### src/sv/bce_pkg.sv
package bce_pkg;

    localparam int NUM_COEFS  = 5;
    localparam int COEF_W     = 32;
    localparam int HIST_EXTRA = 8;
    localparam int MASK_W     = 8;
    localparam int GAIN_W     = 16;
    localparam int MIX_W      = 17;
    localparam int GAIN_FRAC  = 13;
    localparam int MIX_FRAC   = 16;
    localparam int APB_AW     = 4;
    localparam int APB_DW     = 32;

    localparam logic [MIX_W-1:0]  MIX_FULL   = 17'd65536;
    localparam logic [GAIN_W-1:0] GAIN_RESET = 16'd8192;

    localparam logic [1:0] REG_MASK = 2'd0;
    localparam logic [1:0] REG_GAIN = 2'd1;
    localparam logic [1:0] REG_MIX  = 2'd2;

    typedef enum logic [1:0] {
        OP_PROC  = 2'd0,
        OP_WRITE = 2'd1,
        OP_CLEAR = 2'd2,
        OP_RSVD  = 2'd3
    } t_op;

    typedef enum logic [2:0] {
        C_B0 = 3'd0,
        C_B1 = 3'd1,
        C_B2 = 3'd2,
        C_A1 = 3'd3,
        C_A2 = 3'd4
    } t_coef_sel;

    typedef enum logic [1:0] {
        MUL_Y,
        MUL_F,
        MUL_GAIN,
        MUL_MIX
    } t_mul_src;

    typedef enum logic [2:0] {
        S_IDLE,
        S_BAND,
        S_GAIN,
        S_MIX,
        S_OUT
    } t_state;

    typedef struct packed {
        logic      load;
        logic      coef_wr;
        logic      hist_clr;
        logic      coef_rd;
        t_coef_sel csel;
        logic      hist_rd;
        logic      mul_en;
        t_mul_src  msrc;
        logic      f_en;
        logic      acc1_ld;
        logic      acc1_sub;
        logic      acc2_ld;
        logic      acc2_sub;
        logic      hist_wr;
        logic      y_upd;
        logic      wet_en;
        logic      out_load;
    } t_cmd;

endpackage

### src/sv/bce_ctrl.sv
module bce_ctrl #(
    parameter int NUM_BANDS    = 8,
    parameter int NUM_CHANNELS = 2
) (
    input  logic                                   i_clk,
    input  logic                                   i_rst_n,
    input  logic                                   i_valid,
    input  logic [1:0]                             i_op,
    input  logic                                   i_channel,
    input  logic [bce_pkg::MASK_W-1:0]             i_mask,
    input  logic                                   i_out_busy,
    output logic                                   o_stall,
    output logic [$clog2(NUM_BANDS+1)-1:0]         o_band,
    output bce_pkg::t_cmd                          o_cmd
);
    import bce_pkg::*;

    localparam int BAND_W = $clog2(NUM_BANDS + 1);

    t_state            r_state, n_state;
    logic [2:0]        r_step, n_step;
    logic [BAND_W-1:0] r_band, n_band;
    logic              accept;
    logic              ch_ok;
    logic              bands_done;
    logic              bypass;
    logic [MASK_W-1:0] mask_sh;

    assign accept     = i_valid && (r_state == S_IDLE);
    assign ch_ok      = (32'(i_channel) < NUM_CHANNELS);
    assign bands_done = (r_band == BAND_W'(NUM_BANDS));
    assign mask_sh    = i_mask >> r_band;
    assign bypass     = mask_sh[0];

    always_ff @(posedge i_clk) begin
        if (!i_rst_n) begin
            r_state <= S_IDLE;
            r_step  <= 3'd0;
            r_band  <= '0;
        end else begin
            r_state <= n_state;
            r_step  <= n_step;
            r_band  <= n_band;
        end
    end

    always_comb begin
        n_state = r_state;
        n_step  = r_step;
        n_band  = r_band;
        case (r_state)
            S_IDLE: begin
                if (accept && (i_op == OP_PROC) && ch_ok) begin
                    n_state = S_BAND;
                    n_step  = 3'd0;
                    n_band  = '0;
                end
            end
            S_BAND: begin
                if (bands_done) begin
                    n_state = S_GAIN;
                    n_step  = 3'd0;
                end else if ((r_step == 3'd0) && bypass) begin
                    n_band = r_band + 1'b1;
                end else if (r_step == 3'd7) begin
                    n_step = 3'd0;
                    n_band = r_band + 1'b1;
                end else begin
                    n_step = r_step + 3'd1;
                end
            end
            S_GAIN: begin
                if (r_step == 3'd0) begin
                    n_step = 3'd1;
                end else begin
                    n_state = S_MIX;
                    n_step  = 3'd0;
                end
            end
            S_MIX: begin
                n_state = S_OUT;
            end
            S_OUT: begin
                if (!i_out_busy) begin
                    n_state = S_IDLE;
                end
            end
            default: begin
                n_state = S_IDLE;
            end
        endcase
    end

    always_comb begin
        o_cmd      = '0;
        o_cmd.csel = C_B0;
        o_cmd.msrc = MUL_Y;
        case (r_state)
            S_IDLE: begin
                if (accept) begin
                    o_cmd.coef_wr  = (i_op == OP_WRITE);
                    o_cmd.hist_clr = (i_op == OP_CLEAR);
                    o_cmd.load     = (i_op == OP_PROC) && ch_ok;
                end
            end
            S_BAND: begin
                if (!bands_done) begin
                    case (r_step)
                        3'd0: begin
                            o_cmd.coef_rd = !bypass;
                            o_cmd.hist_rd = !bypass;
                        end
                        3'd1: begin
                            o_cmd.coef_rd = 1'b1;
                            o_cmd.csel    = C_B1;
                            o_cmd.mul_en  = 1'b1;
                        end
                        3'd2: begin
                            o_cmd.coef_rd = 1'b1;
                            o_cmd.csel    = C_B2;
                            o_cmd.mul_en  = 1'b1;
                            o_cmd.f_en    = 1'b1;
                        end
                        3'd3: begin
                            o_cmd.coef_rd = 1'b1;
                            o_cmd.csel    = C_A1;
                            o_cmd.mul_en  = 1'b1;
                            o_cmd.acc1_ld = 1'b1;
                        end
                        3'd4: begin
                            o_cmd.coef_rd = 1'b1;
                            o_cmd.csel    = C_A2;
                            o_cmd.mul_en  = 1'b1;
                            o_cmd.msrc    = MUL_F;
                            o_cmd.acc2_ld = 1'b1;
                        end
                        3'd5: begin
                            o_cmd.mul_en   = 1'b1;
                            o_cmd.msrc     = MUL_F;
                            o_cmd.acc1_sub = 1'b1;
                        end
                        3'd6: begin
                            o_cmd.acc2_sub = 1'b1;
                        end
                        default: begin
                            o_cmd.hist_wr = 1'b1;
                            o_cmd.y_upd   = 1'b1;
                        end
                    endcase
                end
            end
            S_GAIN: begin
                if (r_step == 3'd0) begin
                    o_cmd.mul_en = 1'b1;
                    o_cmd.msrc   = MUL_GAIN;
                end else begin
                    o_cmd.wet_en = 1'b1;
                end
            end
            S_MIX: begin
                o_cmd.mul_en = 1'b1;
                o_cmd.msrc   = MUL_MIX;
            end
            S_OUT: begin
                o_cmd.out_load = !i_out_busy;
            end
            default: begin
                o_cmd.load = 1'b0;
            end
        endcase
    end

    assign o_stall = (r_state != S_IDLE);
    assign o_band  = r_band;
endmodule

### config.mk
export PLATFORM = sky130hd
export DESIGN_NAME = bce_ctrl
export DESIGN_NICKNAME = d
export VERILOG_FILES = /design/src/sv/bce_pkg.sv /design/src/sv/bce_ctrl.sv
export SDC_FILE = /design/constraint.sdc
export NUM_CORES = 1
export LEC_CHECK = 0
export BUFFER_PORTS_ARGS = -buffer_cell sky130_fd_sc_hd__clkbuf_2
export CORE_MARGIN = 3
export CORE_UTILIZATION = 43
export CTS_CLUSTER_DIAMETER = 200
export CTS_CLUSTER_SIZE = 20
export DETAILED_ROUTE_END_ITERATION = 6
export PLACE_DENSITY = 0.72
export SLEW_MARGIN = 20
export SYNTH_ARGS = -nofsm -noshare
export SYNTH_HDL_FRONTEND = slang
export SYNTH_SLANG_ARGS = --single-unit
export TNS_END_PERCENT = 1
### constraint.sdc
create_clock -name i_clk -period 3.82 [get_ports i_clk]
set_clock_uncertainty 0.1 [all_clocks]
set_input_delay 0.764 -clock i_clk [delete_from_list [all_inputs] [get_ports i_clk]]
set_output_delay 0.764 -clock i_clk [all_outputs]
set_load 0.01 [all_outputs]
==> results.cfg <==
[outcome]
status = finished clean

[route]
finalWirelength_mm = 2.50
wire_per_inst_um = 13.1
drtIter0Drc = 24
routed-via-count = 1044
drc = 0
via_per_inst = 5.49
ant_nets = 0
first_pass_iters = 4

[global_routing]
grt_start_max_net_pins = 15
antenna_found_initial = 0
grt_usage_pct = 18.5
grt-ovfl-total = 0
use_met1_pct = 24.1
grt_pass1_vias = 897
use_met2_pct = 30.7
grt_pass1_wl_mm = 4.10
met3_usage_pct = 4.83
busiest_layer = met2

[sta]
fmax_ghz = 0.336
setup_violations = 0
setup_tns_ps = 0
rsz0062_at_grt = false
finalHoldViolCount = 0
fin_crit_ps = 2970
min_period_over_period_pct = 77.8
fin_ws_ps = 848
max-slew-margin-rel_pct = 55.3
final-max-slew-violation-count = 0
worst_pin_slew_ps = 654

[finish]
final_util_pct = 55.2
area_growth_syn_to_layout_pct = 19.8
diodes = 0
instances_no_fill = 190
fin_nets = 187
drive_gt1_share_pct = 34.6

[synth]
synthDistinctLibCells = 46
synth.area.top_cells = dfxtp_1, ha_1, nor2_1
ys_seq_area_share_pct = 19.4
syn_area_sq_mm = 0.00103
synth_ff_type = dfxtp_1
synthCells = 129
synth_top_area_cell = dfxtp_1
yosysWarnings = 0
synth_nets = 152
yosys-top-cells-count = nor2_1, dfxtp_1, ha_1, nand2_1, nand3_1
synth_edf_count = 0
async_reset_ff_share_pct = 0
ys_ff_latch = 10
yosysTopAreaCellShare_pct = 19.4
synth.avg_cell_area_sq_um = 7.98
synth_most_common_cell = nor2_1

[cts]
cts_root_buf = clkbuf_4
cts_resized = 0
clk-insertion-delay-late_ps = 270
clk_pin_slew_ps = 70
tritoncts = built
htree_levels = 1
cts_hold_buf = 0
cts_max_path_buffers = 2
postCtsSetupRepairBufs = 0
cts_buffers = 3
clock-sinks = 10

[setup_path]
rr_worst_depth = 7
cpPeakStageDelay_ps = 550
required_ps = 2960
crit_end = o_cmd[9]
critPathMaxFanout = 9
r2r-end = o_band[0]$_SDFFE_PN0P_
path_class = register to output port
crit_chain = inv_1 > ha_1 > nand3b_1 > nand2_1 > o31ai_1 > clkbuf_2
worst_setup_path_end_kind = output port
slowest_stage = dfxtp_1
r2r_start = o_band[0]$_SDFFE_PN0P_
critPathArrivalTime_ps = 2110
rrSetupSlack_ps = 1620
critPathLaunch = o_band[0]$_SDFFE_PN0P_
crit_path_start_kind = register

[floorplanning]
core_sq_mm = 0.00223
fp.dieW_um = 54.9
die_height_um = 54.9
rows = 17
die_area_sq_mm = 0.00302
io_pins = 40
start_util_pct = 46.1

[place]
dp_hpwl_mm = 1.93
routabilityCongestion = 0.786
dp_slack_ps = 1140
dp_cells = 187
io_buffers = 38

[pwr]
power_density_mw_per_mm2 = 197
power.leakage_nw = 0.567
ir_worst_vdd_v = 0.000145

[hold_path]
hold_class = register to register

[run]
cap_violations = 0
-- report_power, final --
| group | total [mW] | switching, mW | leakage, nW | internal [mW] |
|---|---|---|---|---|
| Combinational | 0.0572 | 0.0311 | 0.472 | 0.0262 |
| Sequential | 0.111 | 0.00426 | 0.0808 | 0.106 |
| Clock | 0.0753 | 0.0388 | 0.0138 | 0.0365 |
-- metrics by stage --
| stage | hold slack [ps] | total power, mW | cell area (sq um) |
|---|---|---|---|
| global route | 537 | 0.259 | 1230 |
| CTS | 483 | 0.246 | 1230 |
| global placement | 461 | 0.168 | 1210 |
| floorplan | 439 | 0.152 | 1030 |
| detailed placement | 470 | 0.170 | 1210 |
| finish | 482 | 0.243 | 1230 |
-- sequential cells by signal (all words and copies together) (netlist names) --
signal / flops
r_state: 3
r_step: 3
o_band: 4
-- critical path, delay by kind of cell (launching register included) --
family                   cells  cell delay (ps)
AO/OA/AOI/OAI                1              290
buffers and inverters        2              280
adder cells (fa/ha/maj)      1              210
flip-flops                   1              550
AND/OR/NAND/NOR              2              500
-- kinds of logic after synthesis --
family,count (synthesis),share of synthesized area (%)
AO/OA/AOI/OAI,30,22.5
buffers and inverters,14,6.44
adder cells (fa/ha/maj),8,9.72
flip-flops,10,19.4
multiplexers,4,3.89
AND/OR/NAND/NOR,63,38.0
-- cell usage in the layout, fill, tap and decap left out, types with 4 or more instances in the layout --
master	count
nor2_1	13
and2_2	4
nand2_1	8
clkbuf_2	38
ha_1	8
nor3b_1	4
mux2i_1	4
a21oi_1	4
inv_1	6
nand3_1	7
dfxtp_1	10
a21boi_0	4
nor2b_1	5
-- how the worst min path moves through the flow --
stage	start	endpoint	slack (ps)	cells past startpoint
2_1_floorplan	r_state[0]$_SDFFE_PN0P_	r_state[2]$_SDFFE_PN0P_	440	2
3_3_place_gp	o_band[1]$_SDFFE_PN0P_	o_band[1]$_SDFFE_PN0P_	460	2
3_5_place_dp	o_band[1]$_SDFFE_PN0P_	o_band[1]$_SDFFE_PN0P_	470	2
4_1_cts	o_band[1]$_SDFFE_PN0P_	o_band[1]$_SDFFE_PN0P_	480	2
5_1_grt	o_band[1]$_SDFFE_PN0P_	o_band[1]$_SDFFE_PN0P_	540	2
6_report	o_band[1]$_SDFFE_PN0P_	o_band[1]$_SDFFE_PN0P_	480	2
-- routing by layer --
metal,vias to the layer above,share of wire (%)
met3,3,6.3
li1,535,-
met2,24,50
met5,-,0
met4,0,0.52
met1,482,43
-- layout make-up --
type | count | area (sq um)
clock buffer | 3 | 22.5
fill | 241 | 1000
multi-input combinational | 105 | 763
tap | 28 | 35.0
timing repair buffer | 38 | 190
inverter | 6 | 22.5
sequential | 10 | 200
No activity file was read; power rests on OpenSTA's default activity.
